**src/hdl/bbvp_pkg.sv**
```systemverilog
`default_nettype none

package bbvp_pkg;

  localparam int TABLE_ENTRIES_DEF = 64;

  localparam int PC_W      = 64;
  localparam int LEN_W     = 16;
  localparam int CNT_W     = 41;
  localparam int IVL_W     = 40;
  localparam int NUM_W     = 7;
  localparam int IN_DATA_W = 80;  // pc + block_length
  localparam int OUT_DATA_W = 48; // block_number + block_count

  localparam logic [IVL_W-1:0] IVL_RESET = IVL_W'(100000000);

  // Broadcast from the sequencer to every cell.
  typedef struct packed {
    logic accept;   // new word taken, compare pc
    logic update;   // apply the word to the hit or free cell
    logic any_hit;  // some cell matched the pc
    logic prep;     // zero counts of unused cells before a dump
    logic shift;    // counts move one cell toward cell 0
  } cell_ctrl_t;

endpackage

`default_nettype wire

```
**src/hdl/bbvp_cell.sv**
```systemverilog
`default_nettype none

module bbvp_cell
  import bbvp_pkg::*;
#(
  parameter int TABLE_ENTRIES = TABLE_ENTRIES_DEF,
  parameter int IDX           = 0
) (
  input  wire logic                                 clk,
  input  wire cell_ctrl_t                           ctrl,
  input  wire logic [$clog2(TABLE_ENTRIES+1)-1:0]   used,
  input  wire logic [PC_W-1:0]                      in_pc,
  input  wire logic [PC_W-1:0]                      item_pc,
  input  wire logic [LEN_W-1:0]                     item_len,
  input  wire logic [CNT_W-1:0]                     next_count,
  output logic      [CNT_W-1:0]                     count,
  output logic                                      nz,
  output logic                                      hit
);

  localparam int USED_W = $clog2(TABLE_ENTRIES+1);

  logic [PC_W-1:0]  pc_r;
  logic [CNT_W-1:0] count_r;
  logic             hit_r;
  logic             in_use;
  logic             alloc_here;
  logic [CNT_W:0]   sum;
  logic [CNT_W-1:0] sum_sat;

  assign in_use     = used > USED_W'(IDX);
  assign alloc_here = used == USED_W'(IDX);
  assign sum        = {1'b0, count_r} + (CNT_W+1)'(item_len);
  assign sum_sat    = sum[CNT_W] ? {CNT_W{1'b1}} : sum[CNT_W-1:0];

  always_ff @(posedge clk) begin
    if (ctrl.accept) begin
      hit_r <= in_use && (pc_r == in_pc);
    end
    if (ctrl.update) begin
      if (hit_r) begin
        count_r <= sum_sat;
      end else if (!ctrl.any_hit && alloc_here) begin
        pc_r    <= item_pc;
        count_r <= CNT_W'(item_len);
      end
    end
    if (ctrl.prep && !in_use) begin
      count_r <= '0;
    end
    if (ctrl.shift) begin
      count_r <= next_count;
    end
  end

  assign count = count_r;
  assign nz    = count_r != '0;
  assign hit   = hit_r;

endmodule

`default_nettype wire

```
**config.mk**
```make
export PLATFORM = sky130hd
export DESIGN_NAME = bbvp_cell
export DESIGN_NICKNAME = d
export VERILOG_FILES = /design/src/hdl/bbvp_pkg.sv /design/src/hdl/bbvp_cell.sv
export SDC_FILE = /design/constraint.sdc
export NUM_CORES = 1
export LEC_CHECK = 0
export ABC_CLOCK_PERIOD_IN_PS = 4040
export BUFFER_PORTS_ARGS = -buffer_cell sky130_fd_sc_hd__buf_2
export CAP_MARGIN = 20
export CORE_MARGIN = 1.5
export CORE_UTILIZATION = 30
export CTS_CLUSTER_SIZE = 8
export DETAILED_ROUTE_END_ITERATION = 16
export PLACE_DENSITY = 0.57
export SYNTH_ARGS = -nofsm -noshare
export SYNTH_HDL_FRONTEND = slang
export SYNTH_SLANG_ARGS = --single-unit
export TNS_END_PERCENT = 10
```
**constraint.sdc**
```tcl
create_clock -name clk -period 4.04 [get_ports clk]
set_input_delay 0.404 -clock clk [delete_from_list [all_inputs] [get_ports clk]]
set_output_delay 0.404 -clock clk [all_outputs]
set_load 0.05 [all_outputs]
```
==> results.py, run 1 <==
metrics = {
    "timing": {
        "fin_crit_sh": 0.751,
        "setup_viol": 0,
        "hold_ws_ps": 220,
        "finalHoldViolCount": 0,
        "fmax_mhz": 330,
        "rsz0062_at_grt": "false",
        "fin_crit_ps": 3030,
        "slew_violations": 0,
        "relSlewSlack": 0.463,
        "tns_ps": 0,
        "worstMarginPinSlew_ps": 805,
        "finalClockSkew_ps": 10.9,
    },
    "floorplan": {
        "die_width_um": 147,
        "io_pins": 241,
        "dieHeight_um": 147,
        "core_area_um2": 20200,
        "dieArea_um2": 21500,
        "rows": 52,
        "initial_core_util": 0.306,
    },
    "route": {
        "firstDrtPassIters": 4,
        "via_per_inst": 4.95,
        "routed_wl_um": 17300,
        "wl_per_cell_um": 16.2,
        "drc": 0,
        "initialDrtViolationCount": 325,
        "vias": 5271,
        "drtAntennaViolNets": 0,
    },
    "job": {
        "maxCapViolCount": 0,
    },
    "clock_tree": {
        "clockBufferDepth": 2,
        "cts_tree": "done",
        "path_clk_slew_ps": 80,
        "cts_hold_buf": 0,
        "cts.repair.resized": 0,
        "cts_made_buffers": 9,
        "postCtsSetupRepairBufs": 0,
        "cts-htree-levels": 3,
        "cts_sinks": 106,
        "clkLatencyLatePin_ps": 350,
        "root_buffer": "clkbuf_16",
    },
    "worst_setup_path": {
        "critPathMaxFanout": 22,
        "arrival_ps": 3120,
        "required_ps": 4130,
        "cp-start-kind": "register",
        "endpoint_kind": "register",
        "worstSetupPathType": "register to register",
    },
    "placed_design": {
        "placed_cell_area_um2": 7680,
        "port_buffers": 240,
        "place_congestion": 0.845,
        "hpwl_um": 13500,
    },
    "logic_synthesis": {
        "async_reset_ff_frac": 0,
        "ys_ff_latch": 106,
        "yosysMostFrequentCell": "edfxtp_1",
        "yosysWarnings": 0,
        "synth_flop_cell": "edfxtp_1",
        "synth.top_cell.area_share": 0.514,
        "syn_area_per_cell_um2": 11.2,
        "yosysTopAreaCell": "edfxtp_1",
        "netlist_area_um2": 6200,
        "synthTopCellsByArea": "edfxtp_1, xnor2_1, nand2_1",
        "ys_seq_area_frac": 0.514,
        "syn-instance-count": 551,
        "synth_common_cells": "edfxtp_1, xnor2_1, nand2_1",
        "synth_edf_count": 106,
        "ys_types": 62,
        "syn_nets": 766,
    },
    "power_and_ir_drop": {
        "leakagePower_nw": 3.15,
        "power.density_nw_per_um2": 348,
        "peakVddDrop_mv": 0.183,
        "finalPower_w": 0.00278,
    },
    "grt": {
        "grt_start_max_net_pins": 65,
        "track_usage": 0.160,
        "grt_pass1_wl_um": 27000,
        "first_global_vias": 5324,
        "grt.overflow.total": 0,
        "antenna_found_initial": 0,
    },
    "cells_and_area": {
        "area_delta_synth_final_pct": 28.8,
        "final_area_um2": 7980,
        "nNetsFinal": 1004,
        "num_antenna_cells": 0,
        "drive_gt1_frac": 0.359,
        "nFillCells": 2011,
    },
    "run_status": {
        "status": "finished clean",
    },
    "hold_path": {
        "holdCritPathClass": "input pin to register",
    },
}
[final cells by class]
cell class / count / area, um^2 / share of cell area
inverters: 3 / 11.3 / 0.00141
flip-flops and latches: 106 / 3180 / 0.399
well taps: 270 / 338 / 0.0423
clock buffers: 9 / 225 / 0.0282
multi-input cells: 421 / 2900 / 0.363
clock inverters: 7 / 70.1 / 0.00878
repair buffers: 248 / 1260 / 0.158
[cells in the final DEF, fill, tap and decap left out, types with 7 or more instances in the layout]
| cell type | count |
|---|---|
| buf_4 | 8 |
| edfxtp_1 | 106 |
| clkbuf_16 | 9 |
| nor4_1 | 15 |
| a21oi_1 | 19 |
| nor3_1 | 7 |
| ha_1 | 16 |
| nor2_1 | 20 |
| o211ai_1 | 12 |
| o21ai_0 | 16 |
| buf_2 | 240 |
| o221ai_1 | 12 |
| and3_1 | 14 |
| nand2_1 | 64 |
| nand4_1 | 32 |
| xnor2_1 | 71 |
| nand3_1 | 21 |
| xor2_1 | 20 |
[layer usage]
layer,track usage,vias up,wire (um)
met5,0,-,0
met4,0.0460,0,242
met3,0.0503,16,1490
met2,0.269,219,8310
met1,0.198,2444,7230
li1,-,2592,-
[kinds of logic after synthesis]
family,share of synthesized area
simple gates,0.169
fa+ha+maj,0.0355
compound gates,0.127
xor+xnor,0.129
buf+inv,0.0206
mux,0.00646
flops,0.514
[registers in the layout, indices dropped and copies added, names as in the netlist]
register and flops:
count 41, pc_r 64, hit 1
[path summary, 6_finish.rpt]
kind | start | to | slack (ps) | cells past startpoint
setup / recovery | count[15] | count[18] | 1010 | 8
hold / removal | item_pc[24] | pc_r[24] | 220 | 1
setup reg to reg | count[15] | count[18] | 1010 | 8
hold reg to reg | pc_r[59] | hit | 690 | 3
[where the power goes]
part / leakage (nW) / switching [W] / total, W / internal (W)
combinational: 2.01 / 0.000355 / 0.000581 / 0.000226
clock: 0.142 / 0.000454 / 0.000891 / 0.000437
sequential: 1.00 / 0.0000497 / 0.00130 / 0.00125
[critical path: stages, from the launching register on]
cell and delay (ps):
edfxtp_1 440, ha_1 400, and2_1 200, a221oi_1 410, nand2b_1 170, o221a_2 210, or3_1 610, a21boi_0 220
o21ai_0 100
[metrics by stage]
stage | setup slack [ps] | instances | util
after floorplan | 582 | 551 | -
after global placement | 923 | 1047 | 0.380
after detailed placement | 912 | 1047 | 0.380
after CTS | 983 | 1063 | 0.394
after global routing | 655 | 1064 | 0.395
final | 1010 | 1064 | 0.395
Power figures use the tool's default switching activity.
==> run 2: changes to the inputs <==
Settings changed: ABC_CLOCK_PERIOD_IN_PS 4040 to 2850.
Clock period 4.04 ns to 2.85 ns, I/O delays scaled along.
==> run 2 against run 1 <==
Against the previous run: register-to-register slack got worse by 850 ps; largest cell class unchanged; global-route usage increased by 0.82 points; via count rose by 2.3%; combinational power increased by 53%; first-iteration DRC count is 37% lower; sequential share of layout area is 1.1 points lower; final area grew 2.9%; critical path type unchanged; wire length rose by 6.6%; largest power group unchanged; cell count up 2.3%.
==> results.py, run 2 (synthesis gave the netlist of run 1 again) <==
metrics = {
    "run_status": {
        "status": "finished clean",
    },
    "worst_setup_path": {
        "endpoint_kind": "register",
        "arrival_ps": 2800,
        "r2r-start": "count[11]",
        "cp-start-kind": "register",
        "worstSetupPathType": "register to register",
        "crit_start": "count[11]",
        "required_ps": 2960,
        "critPathMaxFanout": 7,
    },
    "job": {
        "maxCapViolCount": 0,
    },
    "cells_and_area": {
        "max_flop_register": "pc_r",
        "final_area_um2": 8210,
        "layout_common_cells": "buf_2, edfxtp_1, xnor2_1, nand2_1, nand4_1",
        "area_delta_synth_final_pct": 32.5,
        "nFillCells": 2051,
        "num_antenna_cells": 0,
        "nNetsFinal": 1029,
        "drive_gt1_frac": 0.385,
        "final_common_cell": "buf_2",
        "largest_register_ffs": 64,
        "instances_no_fill": 1089,
    },
    "timing": {
        "relSlewSlack": 0.597,
        "slew_violations": 0,
        "fin_crit_ps": 2690,
        "finalClockSkew_ps": 14.0,
        "setup_viol": 0,
        "fin_crit_sh": 0.943,
        "worstMarginPinSlew_ps": 603,
        "rsz0062_at_grt": "false",
        "finalHoldViolCount": 0,
        "fmax_mhz": 372,
    },
    "floorplan": {
        "dieArea_um2": 21500,
        "dieHeight_um": 147,
        "rows": 52,
        "io_pins": 241,
        "core_area_um2": 20200,
        "initial_core_util": 0.306,
        "die_width_um": 147,
    },
    "route": {
        "vias": 5390,
        "firstDrtPassIters": 5,
        "initialDrtViolationCount": 204,
        "drtAntennaViolNets": 0,
        "drc": 0,
        "wl_per_cell_um": 16.9,
        "via_per_inst": 4.95,
        "routed_wl_um": 18400,
    },
    "clock_tree": {
        "root_buffer": "clkbuf_16",
        "clkLatencyLatePin_ps": 360,
        "cts_tree": "done",
        "cts-htree-levels": 3,
        "clockBufferDepth": 2,
        "cts_made_buffers": 9,
        "path_clk_slew_ps": 90,
        "cts_hold_buf": 0,
        "cts_sinks": 106,
    },
    "grt": {
        "grt_pass1_wl_um": 28300,
        "grt.overflow.total": 0,
        "top_usage_layer": "met2",
        "track_usage": 0.168,
        "use_met1": 0.203,
        "grt_start_max_net_pins": 65,
        "grt_use_met3": 0.0457,
        "first_global_vias": 5437,
        "antenna_found_initial": 0,
        "met2_usage": 0.286,
    },
    "power_and_ir_drop": {
        "power.density_nw_per_um2": 490,
        "leakagePower_nw": 3.28,
        "finalPower_w": 0.00402,
        "peakVddDrop_mv": 0.324,
    },
    "placed_design": {
        "placed_cell_area_um2": 7880,
        "hpwl_um": 14300,
        "place_inst": 1072,
        "place_congestion": 0.814,
        "port_buffers": 240,
    },
    "hold_path": {
        "holdCritPathClass": "input pin to register",
        "min_from": "item_pc[8]",
    },
}
==> run 2: cell count changes in the layout (fill, tap and decap cells not counted), moves of 2 or more <==
| cell | previous run | this run |
|---|---|---|
| inv_6 | 0 | 2 |
| clkinv_8 | 1 | 3 |
| buf_4 | 8 | 31 |
| ha_2 | 0 | 3 |
| ha_1 | 16 | 13 |
| inv_8 | 3 | 1 |
==> run 2: layout make-up <==
| type | count | area (um^2) | share of cell area |
|---|---|---|---|
| clock inverter | 7 | 82.6 | 0.0101 |
| inverter | 3 | 11.3 | 0.00137 |
| tap | 270 | 338 | 0.0411 |
| sequential | 106 | 3180 | 0.388 |
| clock buffer | 9 | 225 | 0.0274 |
| multi-input combinational | 421 | 2910 | 0.354 |
| timing repair buffer | 273 | 1470 | 0.178 |
==> run 2: where the power goes <==
group          internal (W)  switching, W  total [W]
registers           0.00178     0.0000641    0.00184
logic              0.000361      0.000528   0.000889
clock network      0.000629      0.000664    0.00129
==> run 2: through the flow <==
step | setup WS (ps) | TNS, ps | hold WS, ps | util
global placement | 125 | 0 | 461 | 0.390
global route | 6.70 | 0 | 80.8 | 0.406
detailed placement | 91.6 | 0 | 463 | 0.390
finish | 162 | 0 | 95.1 | 0.406
CTS | 85.7 | 0 | 77.1 | 0.405
floorplan | -105 | -4660 | 384 | -
==> run 2: timing repair <==
action / CTS / global route
gates resized for setup: 0 / 5
setup endpoints to repair: 0 / 11
setup buffers: 0 / 1
==> run 2: final timing paths <==
check | to | slack [ps] | cells past startpoint
hold / removal | pc_r[8] | 100 | 1
setup reg to reg | count[37] | 160 | 9
setup / recovery | count[37] | 160 | 9
hold reg to reg | hit | 690 | 3
==> run 2: routing by layer <==
metal / up-vias / part of all wire
li1: 2645 / -
met1: 2483 / 0.40
met2: 236 / 0.48
met3: 26 / 0.093
met4: 0 / 0.023
met5: - / 0
==> run 2: worst max-delay path, cell delays in order (launching register included) <==
cell      delay [ps]
edfxtp_1         440
ha_1             400
nand2_1          140
o21ai_0          190
a21oi_1          100
buf_4            160
a211o_4          360
a21oi_4          240
nand4_1          120
a32o_1           280
==> run 3: changes to the inputs <==
Settings changed: ABC_AREA set to 1, PLACE_DENSITY 0.57 to not set.
==> run 3 against run 2 <==
Against the previous run: setup slack gained 170 ps; first-iteration DRC count increased by 130%; sequential share of layout area is 4.0 points lower; global-route usage increased by 1.8 points; clock power up 5%; critical path type unchanged; critical endpoint is now count[16].
==> results.py, run 3 <==
metrics = {
    "clock_tree": {
        "cts_made_buffers": 9,
        "cts_hold_buf": 0,
        "cts-htree-levels": 3,
        "cts_sinks": 106,
        "clkLatencyLatePin_ps": 360,
        "postCtsSetupRepairBufs": 0,
        "clockBufferDepth": 2,
        "path_clk_slew_ps": 90,
        "root_buffer": "clkbuf_16",
        "cts.repair.resized": 0,
        "cts_tree": "done",
    },
    "grt": {
        "grt_pass1_wl_um": 35500,
        "grt.overflow.total": 0,
        "first_global_vias": 7036,
        "grt_start_max_net_pins": 65,
        "antenna_found_initial": 3,
        "track_usage": 0.186,
    },
    "floorplan": {
        "rows": 56,
        "dieHeight_um": 158,
        "core_area_um2": 23500,
        "io_pins": 241,
        "dieArea_um2": 25100,
        "initial_core_util": 0.308,
        "die_width_um": 158,
    },
    "route": {
        "wl_met1_um": 9040,
        "drc": 0,
        "via_per_inst": 4.64,
        "initialDrtViolationCount": 475,
        "vias": 6855,
        "drtAntennaViolNets": 0,
        "firstDrtPassIters": 6,
        "routed_wl_um": 23000,
        "top_layer": "met5",
        "wl_met2_um": 11600,
        "routed-wl-met3_um": 1720,
        "wl_per_cell_um": 15.6,
    },
    "timing": {
        "finalClockSkew_ps": 10.7,
        "fin_crit_ps": 2510,
        "worstMarginPinSlew_ps": 509,
        "tns_ps": 0,
        "setup_viol": 0,
        "relSlewSlack": 0.658,
        "fmax_mhz": 398,
        "rsz0062_at_grt": "false",
        "slew_violations": 0,
        "fin_crit_sh": 0.882,
        "setup_slack_ps": 336,
        "finalHoldViolCount": 0,
    },
    "worst_setup_path": {
        "r2r-start": "count[0]",
        "arrival_ps": 2630,
        "required_ps": 2970,
        "worstSetupPathType": "register to register",
        "rr_worst_depth": 12,
        "reg2reg_slack_ps": 340,
        "regToRegEndpoint": "count[16]",
        "endpoint_kind": "register",
        "critPathMaxFanout": 4,
        "cp-start-kind": "register",
    },
    "logic_synthesis": {
        "ys_seq_area_frac": 0.440,
        "synth_flop_cell": "edfxtp_1",
        "synth_edf_count": 106,
        "syn-instance-count": 908,
        "syn_nets": 1123,
        "syn_area_per_cell_um2": 7.97,
        "synth.top_cell.area_share": 0.440,
        "ys_types": 41,
        "synth_common_cells": "nand2_1, edfxtp_1, inv_1",
        "netlist_area_um2": 7240,
        "async_reset_ff_frac": 0,
        "yosysMostFrequentCell": "nand2_1",
        "ys_ff_latch": 106,
        "synthTopCellsByArea": "edfxtp_1, nand2_1, xnor2_1",
        "yosysWarnings": 0,
        "yosysTopAreaCell": "edfxtp_1",
    },
    "run_status": {
        "status": "finished clean",
    },
    "power_and_ir_drop": {
        "p_int_w": 0.00287,
        "p_switching_w": 0.00144,
        "swShare": 0.334,
        "p_seq_frac": 0.435,
        "pwr-share-comb": 0.251,
        "clkPwrFrac": 0.315,
        "leakagePower_nw": 4.29,
        "peakVddDrop_mv": 0.260,
        "power.density_nw_per_um2": 470,
    },
    "hold_path": {
        "hold_path_end": "pc_r[53]",
        "min_from": "item_pc[53]",
        "min_path_cells": 1,
        "holdCritPathClass": "input pin to register",
    },
    "cells_and_area": {
        "final_common_cell": "nand2_1",
        "layout_common_cells": "nand2_1, buf_2, edfxtp_1, inv_1, nor2_1",
        "area_delta_synth_final_pct": 26.5,
        "nFillCells": 2525,
        "max_flop_register": "pc_r",
        "largest_register_ffs": 64,
        "drive_gt1_frac": 0.274,
        "nNetsFinal": 1367,
    },
    "placed_design": {
        "place_congestion": 0.912,
        "port_buffers": 240,
        "dp_slack_ps": 360,
        "hpwl_um": 18600,
    },
    "job": {
        "maxCapViolCount": 0,
    },
}
run 3: metrics by stage:
step | area [um^2] | std cells | hold WS (ps) | total power [W] | util
global placement | 8850 | 1460 | 461 | 0.00299 | 0.376
global route | 9160 | 1476 | 78.8 | 0.00451 | 0.389
finish | 9160 | 1477 | 94.7 | 0.00431 | 0.389
floorplan | 7250 | 908 | 384 | 0.00260 | -
detailed placement | 8850 | 1460 | 463 | 0.00299 | 0.376
CTS | 9160 | 1476 | 80.2 | 0.00437 | 0.389
run 3: kinds of logic (layout without fill, tap and decap cells):
group	Yosys count	after routing	share of synthesized area
buffers and inverters	123	372	0.0681
other	0	1	0
DFF	106	106	0.440
and+or+nand+nor	567	567	0.359
AOI/OAI and AO/OA	35	35	0.0306
xor gates and xnor gates	60	60	0.0726
adders and majority gates	17	17	0.0304
run 3: worst max-delay path by stage:
stage | to | cells past startpoint | slack, ps | startpoint
finish | count[16] | 12 | 340 | count[0]
global route | count[16] | 12 | 60 | count[0]
CTS | count[16] | 12 | 320 | count[0]
detailed placement | count[16] | 12 | 360 | count[0]
global placement | count[8] | 11 | 400 | item_len[0]
floorplan | count[0] | 3 | 250 | hit
run 3: critical path, stage by stage, from the launching register on:
cell and delay (ps):
edfxtp_1 420, ha_1 270, fa_1 470, nand3_1 120
nand3_1 150, nand2_1 100, nand3_1 190, nand2_1 110
nand2_1 110, xnor2_1 160, nand2_1 60, nand2_1 70
nand2_1 50
run 3: per-layer routing:
metal / vias to the layer above / GRT usage
li1: 3481 / -
met1: 3076 / 0.206
met2: 260 / 0.343
met3: 34 / 0.0517
met4: 4 / 0.0605
met5: - / 0
run 3: final cells by class:
class | instances | area [um^2] | area share
multi-input cells | 679 | 3580 | 0.390
flip-flops and latches | 106 | 3180 | 0.347
repair buffers | 247 | 1280 | 0.140
inverters | 109 | 409 | 0.0447
well taps | 319 | 399 | 0.0436
clock buffers | 9 | 225 | 0.0246
clock inverters | 7 | 86.3 | 0.00942
diodes | 1 | 2.50 | 0.000273
run 3: power by group through the flow:
stage	clock, W	combinational, W	sequential [W]
2_1_floorplan	0	0.000542	0.00206
3_3_place_gp	0	0.00108	0.00191
3_5_place_dp	0	0.00108	0.00191
4_1_cts	0.00141	0.00109	0.00187
5_1_grt	0.00144	0.00120	0.00188
6_report	0.00136	0.00108	0.00187
